==> src/rtl/core/crc8fd_pkg.sv <==
// ----------------------------------------------------------------------------
// CRC-8 framed command deframer package
// Shared types, constants and the CRC-8 byte update.
// ----------------------------------------------------------------------------
package crc8fd_pkg;

    localparam int unsigned ByteW        = 8;
    localparam logic [7:0]  CrcPoly      = 8'h07;
    localparam logic [7:0]  CrcInit      = 8'h00;
    localparam logic [7:0]  StartByteRst = 8'hAA;

    typedef enum logic [2:0] {
        PH_HUNT = 3'd0,
        PH_CMD  = 3'd1,
        PH_PHI  = 3'd2,
        PH_PLO  = 3'd3,
        PH_CRC  = 3'd4
    } t_phase;

    typedef struct packed {
        logic [ByteW-1:0] command;
        logic [ByteW-1:0] param_high;
        logic [ByteW-1:0] param_low;
    } t_frame;

    // CRC-8, MSB first, one whole byte per call
    function automatic logic [ByteW-1:0] crc8_step(input logic [ByteW-1:0] crc,
                                                   input logic [ByteW-1:0] b);
        logic [ByteW-1:0] v;
        v = crc ^ b;
        for (int i = 0; i < ByteW; i++) begin
            if (v[ByteW-1]) begin
                v = {v[ByteW-2:0], 1'b0} ^ CrcPoly;
            end else begin
                v = {v[ByteW-2:0], 1'b0};
            end
        end
        return v;
    endfunction

endpackage

==> src/rtl/core/crc8fd_parser.sv <==
// ----------------------------------------------------------------------------
// Frame parser
// Phase tracking, running CRC and held frame bytes; one byte per step.
// ----------------------------------------------------------------------------
module crc8fd_parser (
    input  logic                          i_clk,
    input  logic                          i_rst_n,
    input  logic                          i_step,
    input  logic [crc8fd_pkg::ByteW-1:0]  i_byte,
    input  logic [crc8fd_pkg::ByteW-1:0]  i_start_byte,
    output logic                          o_hit,
    output crc8fd_pkg::t_frame            o_frame
);

    crc8fd_pkg::t_phase             r_phase;
    crc8fd_pkg::t_phase             n_phase;
    logic [crc8fd_pkg::ByteW-1:0]   r_crc;
    logic [crc8fd_pkg::ByteW-1:0]   n_crc;
    logic [crc8fd_pkg::ByteW-1:0]   r_command;
    logic [crc8fd_pkg::ByteW-1:0]   n_command;
    logic [crc8fd_pkg::ByteW-1:0]   r_param_high;
    logic [crc8fd_pkg::ByteW-1:0]   n_param_high;
    logic [crc8fd_pkg::ByteW-1:0]   r_param_low;
    logic [crc8fd_pkg::ByteW-1:0]   n_param_low;
    logic                           w_crc_match;
    logic                           w_is_start;
    logic [crc8fd_pkg::ByteW-1:0]   w_crc_upd;

    assign w_crc_match = (i_byte == r_crc);
    assign w_is_start  = (i_byte == i_start_byte);
    assign w_crc_upd   = crc8fd_pkg::crc8_step(r_crc, i_byte);

    // next phase
    always_comb begin
        n_phase = r_phase;
        if (i_step) begin
            unique case (r_phase)
                crc8fd_pkg::PH_CMD: n_phase = crc8fd_pkg::PH_PHI;
                crc8fd_pkg::PH_PHI: n_phase = crc8fd_pkg::PH_PLO;
                crc8fd_pkg::PH_PLO: n_phase = crc8fd_pkg::PH_CRC;
                crc8fd_pkg::PH_CRC: begin
                    if (w_crc_match) begin
                        n_phase = crc8fd_pkg::PH_HUNT;
                    end else if (w_is_start) begin
                        n_phase = crc8fd_pkg::PH_CMD;
                    end else begin
                        n_phase = crc8fd_pkg::PH_HUNT;
                    end
                end
                default: begin
                    n_phase = w_is_start ? crc8fd_pkg::PH_CMD : crc8fd_pkg::PH_HUNT;
                end
            endcase
        end
    end

    // CRC, held bytes and frame hit
    always_comb begin
        n_crc        = r_crc;
        n_command    = r_command;
        n_param_high = r_param_high;
        n_param_low  = r_param_low;
        o_hit        = 1'b0;
        if (i_step) begin
            unique case (r_phase)
                crc8fd_pkg::PH_CMD: begin
                    n_command = i_byte;
                    n_crc     = w_crc_upd;
                end
                crc8fd_pkg::PH_PHI: begin
                    n_param_high = i_byte;
                    n_crc        = w_crc_upd;
                end
                crc8fd_pkg::PH_PLO: begin
                    n_param_low = i_byte;
                    n_crc       = w_crc_upd;
                end
                crc8fd_pkg::PH_CRC: begin
                    if (w_crc_match) begin
                        o_hit = 1'b1;
                    end else if (w_is_start) begin
                        // restart the frame on a start byte seen in place of the CRC
                        n_crc = crc8fd_pkg::crc8_step(crc8fd_pkg::CrcInit, i_byte);
                    end
                end
                default: begin
                    if (w_is_start) begin
                        n_crc = crc8fd_pkg::crc8_step(crc8fd_pkg::CrcInit, i_byte);
                    end
                end
            endcase
        end
    end

    assign o_frame = '{command: r_command, param_high: r_param_high, param_low: r_param_low};

    always_ff @(posedge i_clk) begin
        if (!i_rst_n) begin
            r_phase <= crc8fd_pkg::PH_HUNT;
            r_crc   <= crc8fd_pkg::CrcInit;
        end else begin
            r_phase <= n_phase;
            r_crc   <= n_crc;
        end
    end

    always_ff @(posedge i_clk) begin
        r_command    <= n_command;
        r_param_high <= n_param_high;
        r_param_low  <= n_param_low;
    end

endmodule

==> src/rtl/core/crc8_framed_command_deframer_core.sv <==
// ----------------------------------------------------------------------------
// CRC-8 framed command deframer
// Finds start/command/param-high/param-low/CRC frames in a byte stream.
// ----------------------------------------------------------------------------
// Usage:
//   Receive channel: i_rx_valid / o_rx_ready with i_rx_byte, one byte per
//   request. Command channel: o_cmd_valid / i_cmd_ready with o_command,
//   o_param_high and o_param_low, one request per frame whose CRC byte
//   matches (CRC-8, poly 0x07, init 0, MSB first, over the first four bytes).
//   i_cfg_we / i_cfg_wdata write the start-of-frame byte; write only while
//   no bytes are in flight.
//   A matching CRC byte sets o_cmd_valid through the command register.
//   Throughput: one byte per cycle unless the command side stalls, set by the
//   input register feeding the parser and the single-entry command register.
//   Reset (synchronous, active low) returns the parser to hunting, empties
//   the input and command registers and sets the start byte to 0xAA.
//   When the receiver stalls, the pending command is held and the parser
//   stops stepping; one more byte may wait in the input register, after
//   which o_rx_ready stays low until the command request is taken.
// ----------------------------------------------------------------------------
module crc8_framed_command_deframer_core (
    input  logic                          i_clk,
    input  logic                          i_rst_n,
    input  logic                          i_cfg_we,
    input  logic [crc8fd_pkg::ByteW-1:0]  i_cfg_wdata,
    input  logic                          i_rx_valid,
    output logic                          o_rx_ready,
    input  logic [crc8fd_pkg::ByteW-1:0]  i_rx_byte,
    output logic                          o_cmd_valid,
    input  logic                          i_cmd_ready,
    output logic [crc8fd_pkg::ByteW-1:0]  o_command,
    output logic [crc8fd_pkg::ByteW-1:0]  o_param_high,
    output logic [crc8fd_pkg::ByteW-1:0]  o_param_low
);

    logic                           r_in_valid;
    logic                           n_in_valid;
    logic [crc8fd_pkg::ByteW-1:0]   r_in_byte;
    logic [crc8fd_pkg::ByteW-1:0]   r_start_byte;
    logic                           r_out_valid;
    logic                           n_out_valid;
    crc8fd_pkg::t_frame             r_out;
    logic                           w_rx_take;
    logic                           w_advance;
    logic                           w_hit;
    crc8fd_pkg::t_frame             w_frame;

    // advance the held byte only when the command register can take a result
    assign w_advance  = r_in_valid && (!r_out_valid || i_cmd_ready);
    assign o_rx_ready = !r_in_valid || w_advance;
    assign w_rx_take  = i_rx_valid && o_rx_ready;

    crc8fd_parser u_parser (
        .i_clk        (i_clk),
        .i_rst_n      (i_rst_n),
        .i_step       (w_advance),
        .i_byte       (r_in_byte),
        .i_start_byte (r_start_byte),
        .o_hit        (w_hit),
        .o_frame      (w_frame)
    );

    always_comb begin
        n_in_valid = r_in_valid;
        if (w_rx_take) begin
            n_in_valid = 1'b1;
        end else if (w_advance) begin
            n_in_valid = 1'b0;
        end
    end

    always_comb begin
        n_out_valid = r_out_valid && !i_cmd_ready;
        if (w_hit) begin
            n_out_valid = 1'b1;
        end
    end

    always_ff @(posedge i_clk) begin
        if (!i_rst_n) begin
            r_in_valid   <= 1'b0;
            r_out_valid  <= 1'b0;
            r_start_byte <= crc8fd_pkg::StartByteRst;
        end else begin
            r_in_valid  <= n_in_valid;
            r_out_valid <= n_out_valid;
            if (i_cfg_we) begin
                r_start_byte <= i_cfg_wdata;
            end
        end
    end

    always_ff @(posedge i_clk) begin
        if (w_rx_take) begin
            r_in_byte <= i_rx_byte;
        end
        if (w_hit) begin
            r_out <= w_frame;
        end
    end

    assign o_cmd_valid  = r_out_valid;
    assign o_command    = r_out.command;
    assign o_param_high = r_out.param_high;
    assign o_param_low  = r_out.param_low;

endmodule

==> config.mk <==
export PLATFORM = sky130hd
export DESIGN_NAME = crc8_framed_command_deframer_core
export DESIGN_NICKNAME = d
export VERILOG_FILES = /design/src/rtl/core/crc8fd_pkg.sv /design/src/rtl/core/crc8fd_parser.sv /design/src/rtl/core/crc8_framed_command_deframer_core.sv
export SDC_FILE = /design/constraint.sdc
export NUM_CORES = 1
export LEC_CHECK = 0
export BUFFER_PORTS_ARGS = -buffer_cell sky130_fd_sc_hd__buf_2
export CORE_MARGIN = 3
export CORE_UTILIZATION = 45
export DETAILED_ROUTE_END_ITERATION = 6
export HOLD_SLACK_MARGIN = 0.02
export MAX_ROUTING_LAYER = met4
export PLACE_DENSITY_LB_ADDON = 0.05
export SYNTH_ARGS = -nofsm -noshare
export SYNTH_HDL_FRONTEND = slang
export SYNTH_SLANG_ARGS = --single-unit
==> constraint.sdc <==
create_clock -name i_clk -period 7.8 [get_ports i_clk]
set_input_delay 0.78 -clock i_clk [delete_from_list [all_inputs] [get_ports i_clk]]
set_output_delay 0.78 -clock i_clk [all_outputs]
set_load 0.02 [all_outputs]
### After elaboration in Yosys (flattened, before gate mapping)

Index checks and enable logic that the tools add are counted.

| storage, ports and cells | value |
|---|---|
| bits of input ports | 21 |
| output and inout bits | 26 |
| register bits after elaboration | 77 |

| cells by class | value |
|---|---|
| equality and inequality tests | 8 |
| reduce and logical (&&, ||, !) cells | 16 |
| bitwise operators | 24 |
| multiplexer cells | 84 |

Operators with widths:

| operator | count |
|---|---|
| $mux 8 | 51 |
| $mux 3 | 24 |
| $not 3->3 | 23 |
| $eq 8x8->1 | 2 |
| $pmux 8 s2 | 1 |
| $pmux 3 s4 | 1 |
| $xor 8x8->8 | 1 |
| $mux 1 | 7 |
| $eq 3x2->1 const B | 2 |
| $reduce_and 2->1 | 3 |
| $reduce_and 4->1 | 1 |
| $reduce_bool 2->1 | 2 |
| $reduce_or 4->1 | 1 |
| $eq 3x1->1 const B | 1 |
| $eq 3x3->1 const B | 1 |
| $logic_and 1x1->1 | 3 |
| $logic_not 1->1 | 3 |
| $reduce_or 3->1 | 1 |
| $logic_or 1x1->1 | 2 |
| $ne 2x1->1 const B | 1 |
| $ne 2x2->1 const B | 1 |

### Logic depth before layout (Yosys ltp)

Gate-level depths: netlist of the first run.

| depth | value |
|---|---|
| depth in word-level cells | 47 |
| mapped depth | 9 |
| mapped depth without buffers | 7 |

### Hierarchy

From an unflattened synthesis of the first run, not the netlist that was laid out.

| unflattened totals | value |
|---|---|
| cells, all modules | 230 |
| area, all modules | 3275.6 um^2 |

By module, submodules not included:

| module | times used | sequential area each (um^2) | area each (um^2) | cells each |
|---|---|---|---|---|
| crc8fd_parser | 1 | 940.9 | 1934.4 | 163 |
| crc8_framed_command_deframer_core | 1 | 1161.1 | 1341.3 | 67 |

### Worst setup path before layout of the first run

Ideal clock, no wire load.

| timing | value |
|---|---|
| kind | register to register |
| start point | reg r_in_byte[6] in the netlist's numbering |
| end point | reg r_out (netlist bit o_command[0]) (enable) |
| data arrival time | 3.665 ns |
| stages on the path, launching flop included | 7 |
| setup slack | 3.666 ns |
| library setup time | 0.469 ns |
| period minus slack after synthesis | 4.134 ns |
| cells stage by stage | edfxtp_1 > buf_6 > xnor2_1 > ha_1 > nand4_1 > or3_4 > nor4_1 |

| between the ends | value |
|---|---|
| cells in the longest elaborated chain, start to end | 4 |

RTL lines:

| what | line | source |
|---|---|---|
| start: declaration | crc8_framed_command_deframer_core.sv:38 | `logic [crc8fd_pkg::ByteW-1:0] r_in_byte;` |
| start signal: assignment | crc8_framed_command_deframer_core.sv:95 | `r_in_byte <= i_rx_byte;` |
| $eq 8x8->1 | crc8fd_parser.sv:29 | `assign w_crc_match = (i_byte == r_crc);` |
| $mux 1 | crc8fd_parser.sv:79 | `if (w_crc_match) begin` |
| $mux 1 | crc8fd_parser.sv:65 | `unique case (r_phase)` |
| $mux 1 | crc8fd_parser.sv:64 | `if (i_step) begin` |
| net u_parser.o_hit | crc8fd_parser.sv:11 | `output logic o_hit,` |
| end signal: assignment | crc8_framed_command_deframer_core.sv:98 | `r_out <= w_frame;` |
| end: declaration | crc8_framed_command_deframer_core.sv:42 | `crc8fd_pkg::t_frame r_out;` |

The timed path passes the listed nets, and every way through them passes these cells.
A chain may end at the register's enable or synchronous reset.

### Final worst setup path of the first run

| timing | value |
|---|---|
| start point | reg r_in_byte[3] in the netlist's numbering |
| end point | reg u_parser.r_crc[0] in the netlist's numbering |

| between the ends | value |
|---|---|
| cells in the longest elaborated chain, start to end | 3 |

RTL lines:

| what | line | source |
|---|---|---|
| $eq 8x8->1 (on tied branches) | crc8fd_parser.sv:29, crc8fd_parser.sv:30 |  |
| $ne 2x2->1 (no source line), or another cell as far along | n/a |  |
| $reduce_and 4->1 (no source line) * | n/a |  |
| end signal: assignment | crc8fd_parser.sv:100 | `r_crc <= crc8fd_pkg::CrcInit;` |
| end signal: assignment | crc8fd_parser.sv:103 | `r_crc <= n_crc;` |
| end: declaration | crc8fd_parser.sv:17 | `logic [crc8fd_pkg::ByteW-1:0] r_crc;` |

Mark *: on every way between the ends. The rest lies on a longest branch, timed or not.

==> results by group, run 1 <==
Outcome
  – Outcome: finished, final reports clean

Clocking
  – Setup Buffers After CTS: 0
  – Clock Sinks: between 70 and 80
  – Clock Path Buffers: 2
  – Worst-path clk slew: about 80 ps
  – TritonCTS clock tree: done
  – Max H-tree Level: 3
  – Cts bufs inserted: 9
  – Post-cts gate resize count: 0
  – Worst-Skew Late Latency: approximately 330 ps
  – Post-CTS Hold Buffers: 0
  – Root buffer cell: clkbuf_8

Synth
  – Sequential area share after synthesis: 0.6439
  – Post-synth ARST share: 0
  – Synth area leaders: edfxtp_1 (52%), dfxtp_1 (13%), xnor2_1 (5.6%), xor2_1 (4.6%), mux2i_1 (2.8%)
  – Most common flop cell mapped by yosys: edfxtp_1
  – EDFF count, synth: 56
  – Distinct cells, synth: between 40 and 50
  – Cells after synthesis: ~220
  – Share of the synthesized area in the top cell type: 0.5151
  – Syn nets: 243
  – Combinational family with the most area after synthesis: XOR/XNOR gates
  – Post-Synth Adder-Cell Area: 0.01150
  – Synth Warn #: 0
  – Synth Area in XOR/XNOR: 0.1361
  – Synth Area per Inst: around 15 µm²
  – Multiplexer area fraction after synthesis: 0.02760
  – Simple-Gate Fraction of Synth Area: 0.07397
  – Cell accounting for the most synthesized area: edfxtp_1
  – Post-Syn Area: ~3300 µm²
  – Synth Register Bits: between 70 and 80
  – Synth Area in Compound Gates: 0.06478

Route
  – Drt total wl: about 6000 µm
  – Initial DRT Pass Iterations: 4
  – First DRT Iteration DRCs: a little over 80
  – WL/cell: ~16 µm
  – Post-DRT Antenna Nets: 0
  – Drt via density: 4.951
  – DRC: 0
  – Vias: 1807

Flow run
  – Max Cap Violations: 0

Timing
  – Fin. max-slew vios: 0
  – Max Clock Skew: roughly 12 ps
  – Worst rel slew slack: 0.3028
  – Final hold viol count: 0
  – Sum Neg Setup Slack: 0 ps
  – Worst setup margin: between 5000 and 6000 ps
  – Final Cycle Share: 0.3023
  – Post-layout min period: 2358 ps
  – Final setup fails: 0
  – Worst Tran Pin Value: 1043 ps
  – RSZ-0062 raised after global routing: false
  – Max Fclk: around 420 MHz

Placed design
  – RePlAce Congestion: 0.7712
  – I/O Buffers: 46
  – Post-Place Cells: between 300 and 400
  – Dpl ws: between 5000 and 6000 ps
  – Detailed-placement wirelength estimate: between 4000 and 5000 µm

Cells and area
  – Fillcell total: 628
  – Final nets: ~290
  – Final Core Density: 0.5402
  – Area occupied by multi-input gates: around 1000 µm²
  – Most common cell after layout, fill and taps aside: edfxtp_1
  – Share of cells above drive strength 1: 0.2714
  – Most frequent cells in the layout: edfxtp_1 (56), buf_2 (46), xnor2_1 (21), dfxtp_1 (21), xor2_1 (17)
  – Ant diodes: 0
  – Area Growth Syn to Fin: 14.30%
  – Non-filler cells, final: around 370
  – Register Area: roughly 2100 µm²

Worst setup path
  – Startpoint types: register
  – Worst Path Arrival: roughly 2600 ps
  – Worst Setup End Kind: register
  – Crit Path Class: reg2reg
  – Critical Path RT: about 8000 ps
  – Worst path slowest cell: edfxtp_1
  – Worst-path cell chain: xnor2_1, ha_1, nand4_1, or3_4, a311oi_2, nor3_2, a211oi_1
  – Max incr delay on CP: roughly 600 ps
  – CP max FO: 7

Floorplanning
  – DIE WIDTH: ~91 µm
  – Die height: 91.17 µm
  – Initial Util: 0.4726
  – Die area: between 8000 and 9000 µm²
  – Ports: 47
  – Area of the core: 6907 µm²
  – # rows: 30

GRT
  – GRT Util Overall: 0.1566
  – Largest net degree at the start of global routing: 26
  – Vias in the first global route: approximately 1700
  – First-pass GRT wire length: roughly 9400 µm
  – Antenna violations before repair: 0
  – Gr ovfl total: 0

Power and ir drop
  – Leak pwr: around 1.3 nW
  – Worst VDD drop: a little over 0.1 mV
  – Cell Pwr Density: 223.4 nW/µm²

Hold path
  – Worst Hold Class: reg2reg
==> cell families after synthesis <==
| family | Yosys count |
|---|---|
| compound gates | 30 |
| xor+xnor | 43 |
| fa+ha+maj | 3 |
| buf+inv | 16 |
| flops | 77 |
| mux | 9 |
| simple gates | 41 |
==> final cells by class <==
class                      instances  area share
clock inverter                     5     0.02280
tap                               96     0.03219
clock buffer                      11     0.03521
sequential                        77      0.5634
timing repair buffer              47     0.06372
inverter                           3    0.003018
multi-input combinational        126      0.2797
==> final timing paths <==
check                           start                end  slack, ps  cells past startpoint
max                      r_in_byte[3]  u_parser.r_crc[0]       5440                      7
min          u_parser.r_param_high[2]    o_param_high[2]        420                      0
max reg2reg              r_in_byte[3]  u_parser.r_crc[0]       5440                      7
min reg2reg  u_parser.r_param_high[2]    o_param_high[2]        420                      0
==> critical path: cells and delay by family (launching register included) <==
| kind | cells | cell delay [ps] |
|---|---|---|
| simple gates | 3 | 640 |
| compound gates | 2 | 610 |
| flops | 1 | 600 |
| xor+xnor | 1 | 230 |
| fa+ha+maj | 1 | 170 |
==> power breakdown <==
part           leakage, nW  switching [mW]  internal [mW]  total (mW)
registers            0.681          0.0138          0.444       0.458
clock network        0.104           0.138          0.182       0.319
logic                0.553          0.0282         0.0286      0.0568
total                 1.34           0.180          0.654       0.834
==> synthesized netlist by cell type, types with 2 or more instances <==
cell type	count
o21ai_0	2
clkbuf_8	2
nor2_1	12
buf_6	7
clkbuf_1	2
a21oi_1	6
nand3_1	2
edfxtp_1	56
nand2_1	9
nor3_1	3
nor4b_1	2
nor4_4	2
xnor3_1	2
xnor2_1	21
mux2i_1	9
ha_1	3
nor4_1	3
xor2_1	17
nor2b_1	2
a31oi_1	9
inv_1	2
a211oi_1	5
dfxtp_1	21
==> through the flow <==
step	power, mW	hold WS (ps)	instance area [µm²]
final	0.8337	419.9	3731
after global routing	0.8719	435.1	3731
after CTS	0.8465	422.2	3731
after detailed placement	0.5242	404.5	3515
after global placement	0.5244	403.2	3515
after floorplan	0.5103	400.3	3264
==> layer usage <==
metal	part of all wire	track usage	vias to the layer above
met3	0.041	0.03977	6
met2	0.49	0.2452	53
met4	0.015	0.05653	0
met1	0.45	0.1981	864
li1	-	-	884
met5	0	-	-
==> sequential cells by signal, summed over array words and instances, names as in the netlist <==
name	count
u_parser.r_phase	3
o_command	8
o_cmd_valid	1
u_parser.r_param_low	8
o_param_low	8
r_in_valid	1
u_parser.r_param_high	8
r_in_byte	8
u_parser.r_command	8
o_param_high	8
u_parser.r_crc	8
r_start_byte	8
No activity file was read; power rests on OpenSTA's default activity.
==> inputs of run 2 (changes only) <==
- ABC_AREA: default -> 1
- clock period: 7.8 -> 2 ns (I/O delays scaled with it)
==> results by group, run 2 <==
Power and ir drop
  – Switch share: 0.2425
  – Cell Pwr Density: slightly below 900 nW/µm²
  – Switch Pwr: roughly 900 µW
  – Leak pwr: 1.799 nW
  – Clk pwr share: 0.392
  – Worst VDD drop: approximately 0.4 mV
  – Combinational power share: 0.119
  – Sequential power share: 0.489
  – Design internal power: 2.753 mW

Synth
  – Synth area leaders: edfxtp_1 (51%), dfxtp_1 (13%), nand2_1 (11%), inv_1 (4.1%), nand3_1 (3.5%)
  – Commonest cells post-synth: nand2_1 (93), edfxtp_1 (56), inv_1 (36), nor2_1 (26), nand3_1 (23)
  – Syn nets: roughly 350
  – Synth Warn #: 0
  – EDFF count, synth: 56
  – Cell accounting for the most synthesized area: edfxtp_1
  – Share of the synthesized area in the top cell type: 0.5076
  – Synth Register Bits: 77
  – Post-Syn Area: approximately 3300 µm²
  – Post-synth ARST share: 0
  – Distinct cells, synth: 30
  – Synth Area per Inst: between 10 and 15 µm²
  – Most frequent cell after synthesis: nand2_1
  – Most common flop cell mapped by yosys: edfxtp_1
  – Cells after synthesis: ~330
  – Sequential area share after synthesis: 0.6344

Floorplanning
  – Ports: 47
  – Die height: between 90 and 100 µm
  – Die area: approximately 8400 µm²
  – DIE WIDTH: between 90 and 100 µm
  – # rows: 30
  – Area of the core: 6982 µm²
  – Initial Util: 0.4746

Route
  – Vias: 2376
  – Drt via density: about 4.7
  – First DRT Iteration DRCs: 107
  – Drt total wl: 7085 µm
  – DRC: 0
  – WL/cell: between 10 and 15 µm
  – Initial DRT Pass Iterations: 5
  – Post-DRT Antenna Nets: 0

Cells and area
  – Ant diodes: 0
  – Most common cell after layout, fill and taps aside: nand2_1
  – Most frequent cells in the layout: nand2_1 (90), edfxtp_1 (56), buf_2 (46)
  – Share of cells above drive strength 1: 0.2759
  – Non-filler cells, final: 502
  – Final Core Density: 0.5939
  – Final nets: 425
  – Area Growth Syn to Fin: 25.15%

Clocking
  – Worst-path clk slew: ~80 ps
  – Max H-tree Level: 3
  – Worst-Skew Late Latency: approximately 350 ps
  – Cts bufs inserted: 9
  – TritonCTS clock tree: done
  – Clock Path Buffers: 2
  – Clock Sinks: 77
  – Root buffer cell: clkbuf_8

GRT
  – Largest net degree at the start of global routing: 26
  – First-pass GRT wire length: approximately 11000 µm
  – Gr ovfl total: 0
  – Antenna violations before repair: 0
  – GRT Util Overall: 0.1838
  – Vias in the first global route: 2304

Outcome
  – Outcome: finished, final reports clean

Flow run
  – Max Cap Violations: 0

Timing
  – Max Fclk: approximately 540 MHz
  – Max Clock Skew: 5.855 ps
  – RSZ-0062 raised after global routing: false
  – Post-layout min period: ~1900 ps
  – Final Cycle Share: 0.9318
  – Final setup fails: 0
  – Worst Tran Pin Value: 484.0 ps
  – Fin. max-slew vios: 0
  – Sum Neg Setup Slack: 0 ps
  – Worst rel slew slack: 0.6746
  – Final hold viol count: 0

Hold path
  – Worst Hold Class: in2reg
  – Hold Crit Start: i_rx_byte[4]
  – Hold path endpoint: r_in_byte[4]
  – Cells on Worst Hold Path: 1

Placed design
  – Post-Place Cells: 479
  – RePlAce Congestion: 0.9025
  – I/O Buffers: 46
  – Detailed-placement wirelength estimate: around 5100 µm

Worst setup path
  – Worst Path Arrival: approximately 1900 ps
  – Reg2reg path depth: 8
  – Worst Setup End Kind: register
  – Startpoint types: register
  – Crit Path Class: reg2reg
  – R2r setup slk: 140 ps
  – Reg2reg end: o_command[7]
  – Critical Path RT: roughly 2100 ps
  – CP max FO: 6
  – R2R Path Start: r_in_byte[5]
[run 2: changes by cell type in the layout (fill, tap and decap cells not counted), sizes merged, moves of 9 or more]
cell / delta
mux2i: -9
o21ai: +10
xnor2: -12
inv: +36
nor2: +16
buf: +21
nand2: +89
nand3: +23
[run 2: per-layer routing]
metal	track usage	share of wire	routed length (µm)	vias up
met5	-	0	0	-
met4	0.08540	0.025	176	0
met3	0.03938	0.060	425	16
met2	0.2970	0.48	3366	76
met1	0.2213	0.44	3117	1076
li1	-	-	-	1208
[run 2: logic make-up (layout without fill, tap and decap cells)]
kind of cell	count (synthesis)	after routing	share of synthesized area
simple gates	158	158	0.2077
flops	77	77	0.6344
buf+inv	44	125	0.05853
compound gates	24	24	0.03776
xor+xnor	19	19	0.05023
fa+ha+maj	3	3	0.01133
[run 2: final cells by class]
cell class | count | area, µm²
clock buffer | 9 | 123.9
clock inverter | 7 | 121.4
fill | 637 | 2835
inverter | 38 | 146.4
multi-input combinational | 204 | 1076
sequential | 77 | 2102
tap | 96 | 120.1
timing repair buffer | 71 | 456.7
[run 2: worst max path at each step]
stage | start | to | slack (ps) | cells after the start
global placement | r_in_byte[4] | o_command[2] | 130 | 9
finish | r_in_byte[5] | o_command[7] | 140 | 8
CTS | r_in_byte[7] | o_param_high[6] | 80 | 9
global route | r_in_byte[7] | o_command[7] | 1 | 10
detailed placement | r_in_byte[7] | o_param_high[2] | 100 | 9
floorplan | r_in_byte[2] | o_command[0] | -260 | 8
[run 2: repair_timing]
| item | in CTS | in global routing |
|---|---|---|
| hold buffers | 2 | 0 |
| setup endpoints to repair | 0 | 33 |
| endpoints found under the hold margin | 2 | 0 |
| resized for setup | 0 | 6 |
| setup buffers | 0 | 3 |
[run 2: power groups by stage]
stage | registers, mW | logic (mW) | clock network, mW
2_1_floorplan | 1.81 | 0.289 | 0
3_3_place_gp | 1.81 | 0.423 | 0
3_5_place_dp | 1.81 | 0.424 | 0
4_1_cts | 1.78 | 0.430 | 1.45
5_1_grt | 1.78 | 0.494 | 1.52
6_report | 1.78 | 0.432 | 1.43
[run 2: metrics by stage]
stage	setup WS, ps	total power [mW]	hold slack (ps)	cell area (µm²)
4_1_cts	83.70	3.653	29.89	4078
6_report	136.4	3.634	32.93	4146
5_1_grt	1.270	3.800	21.98	4146
3_3_place_gp	128.5	2.235	377.7	3812
2_1_floorplan	-261.5	2.099	298.9	3349
3_5_place_dp	101.5	2.238	378.1	3812
[run 2: critical path, stage by stage (launching register included)]
cell       delay, ps
edfxtp_1         480
xnor2_2          190
ha_2             200
nand3_1           80
nor2_1           110
nand2_2           90
nor3_4           120
buf_4            160
clkbuf_16        140
==> inputs of run 3 (changes only) <==
- CELL_PAD_IN_SITES_DETAIL_PLACEMENT: default -> 1
- CELL_PAD_IN_SITES_GLOBAL_PLACEMENT: default -> 2
- CORE_UTILIZATION: 45 -> 32
- REMOVE_ABC_BUFFERS: default -> 1
==> results by group, run 3 (synthesized netlist as in run 2, its figures left out) <==
GRT
  – Gr ovfl total: 0
  – Grt met1 use: 0.2002
  – GRT Util Overall: 0.1661
  – Vias in the first global route: between 2000 and 2500
  – Grt met2 use: 0.2837
  – Met3 Usage GRT: 0.03359
  – Most utilized layer in the global route result: met2
  – First-pass GRT wire length: ~14000 µm
  – Antenna violations before repair: 0
  – Largest net degree at the start of global routing: 25

Timing
  – Worst Tran Pin Value: approximately 430 ps
  – Final Cycle Share: 0.9243
  – Max Clock Skew: between 15 and 20 ps
  – Max Fclk: roughly 540 MHz
  – Fin. max-slew vios: 0
  – Worst setup margin: around 150 ps
  – Post-layout min period: 1849 ps
  – Worst rel slew slack: 0.7150
  – RSZ-0062 raised after global routing: true
  – Final setup fails: 0
  – Final hold viol count: 0
  – Sum Neg Setup Slack: 0 ps

Placed design
  – Dpl ws: 136.1 ps
  – RePlAce Congestion: 0.8543
  – I/O Buffers: 46
  – Detailed-placement wirelength estimate: 6382 µm
  – Placed Area: just under 4000 µm²

Worst setup path
  – Worst Setup End Kind: register
  – R2R Path Start: r_in_byte[4]
  – CP max FO: 8
  – Crit-path most repeated cell: nor2_1
  – Critical Path RT: between 2000 and 2500 ps
  – Max incr delay on CP: 450 ps
  – Critical Path Source: r_in_byte[4]
  – Crit Path Class: reg2reg
  – Startpoint types: register
  – Worst-path cell chain: inv_2, nand2_1, nand2_2, inv_2, ha_1, nand3_1, nor2_1, nand2_2, nand3_2, nand2_4, nand3_4, inv_4, nor2_1, nor2_1
  – Worst Path Arrival: 2130 ps
  – Worst path slowest cell: edfxtp_1

Power and ir drop
  – Leak pwr: around 1.8 nW
  – Combinational power share: 0.137
  – Cell Pwr Density: 820.0 nW/µm²
  – Worst VDD drop: 0.3343 mV
  – Switch Pwr: roughly 910 µW
  – Sequential power share: 0.519
  – Clk pwr share: 0.345
  – Switch share: 0.2668
  – Total power: about 3.4 mW
  – Design internal power: between 2 and 3 mW

Cells and area
  – Final nets: around 430
  – Most common cell after layout, fill and taps aside: nand2_1
  – Share of cells above drive strength 1: 0.2816
  – Ant diodes: 0
  – Register Area: 2102 µm²
  – Most frequent cells in the layout: nand2_1 (88), edfxtp_1 (56), buf_2 (46)
  – Final Cell Area: ~4200 µm²
  – Fillcell total: 1150
  – Area occupied by multi-input gates: roughly 1100 µm²
  – Area Growth Syn to Fin: 26.13%

Route
  – Vias: about 2400
  – Post-DRT Antenna Nets: 0
  – First DRT Iteration DRCs: between 90 and 100
  – Drt via density: between 4 and 5
  – Initial DRT Pass Iterations: 4
  – Drt total wl: around 8600 µm
  – WL/cell: approximately 16 µm
  – DRC: 0

Clocking
  – Max H-tree Level: 3
  – Clock Sinks: just under 80
  – Cts bufs inserted: 9
  – Worst-path clk slew: 80 ps
  – Worst-Skew Late Latency: roughly 350 ps
  – Clock Path Buffers: 2
  – TritonCTS clock tree: done
  – Root buffer cell: clkbuf_8

Floorplanning
  – DIE WIDTH: roughly 110 µm
  – Die height: between 100 and 150 µm
  – Initial Util: 0.3343
  – # rows: 36
  – Ports: 47
  – Area of the core: roughly 10000 µm²
  – Die area: 11610 µm²

Hold path
  – Hold Crit Start: i_rx_byte[4]
  – Worst Hold Class: in2reg

Flow run
  – Max Cap Violations: 0

Outcome
  – Outcome: finished, final reports clean
==> run 3: worst paths after layout <==
path	depth (start not counted)	slack (ps)	to
max	14	150	u_parser.r_crc[4]
min	1	60	r_in_byte[4]
max reg2reg	14	150	u_parser.r_crc[4]
min reg2reg	0	420	o_param_high[3]
==> run 3: cell type report <==
type	instances	share of cell area
clock buffer	9	0.02964
clock inverter	7	0.01737
inverter	38	0.03533
multi-input combinational	204	0.2587
sequential	77	0.5030
tap	133	0.03982
timing repair buffer	77	0.1162
==> run 3: critical path, delay by kind of cell (launching register included) <==
kind / cells / cell delay, ps
buffers and inverters: 3 / 260
adders and majority gates: 1 / 170
DFF: 1 / 450
and+or+nand+nor: 10 / 920
==> run 3: routing by layer <==
metal	wire length, µm	vias up	part of all wire
met5	0	-	0
met4	127	0	0.015
met3	292	11	0.034
met2	4366	39	0.51
met1	3836	1116	0.44
li1	-	1222	-
==> run 3: what timing repair did <==
item	in CTS	in global routing
hold endpoints to repair	3	1
hold buffers	3	1
gates resized for setup	0	17
buffers inserted	0	4
endpoints found under the setup margin	0	32
==> run 3: through the flow <==
stage / hold WS, ps / utilization / cells
after floorplan: 284.1 / - / 319
after global placement: 379.1 / 0.3888 / 521
after detailed placement: 381.0 / 0.3888 / 521
after CTS: 22.46 / 0.4116 / 540
after global routing: 36.81 / 0.4217 / 545
final: 55.55 / 0.4217 / 545
==> run 3: power by group through the flow <==
| stage | Clock [mW] | Combinational, mW | Sequential [mW] |
|---|---|---|---|
| after floorplan | 0 | 0.260 | 1.82 |
| after global placement | 0 | 0.446 | 1.81 |
| after detailed placement | 0 | 0.449 | 1.81 |
| after CTS | 1.23 | 0.456 | 1.78 |
| after global routing | 1.32 | 0.532 | 1.78 |
| final | 1.18 | 0.468 | 1.78 |
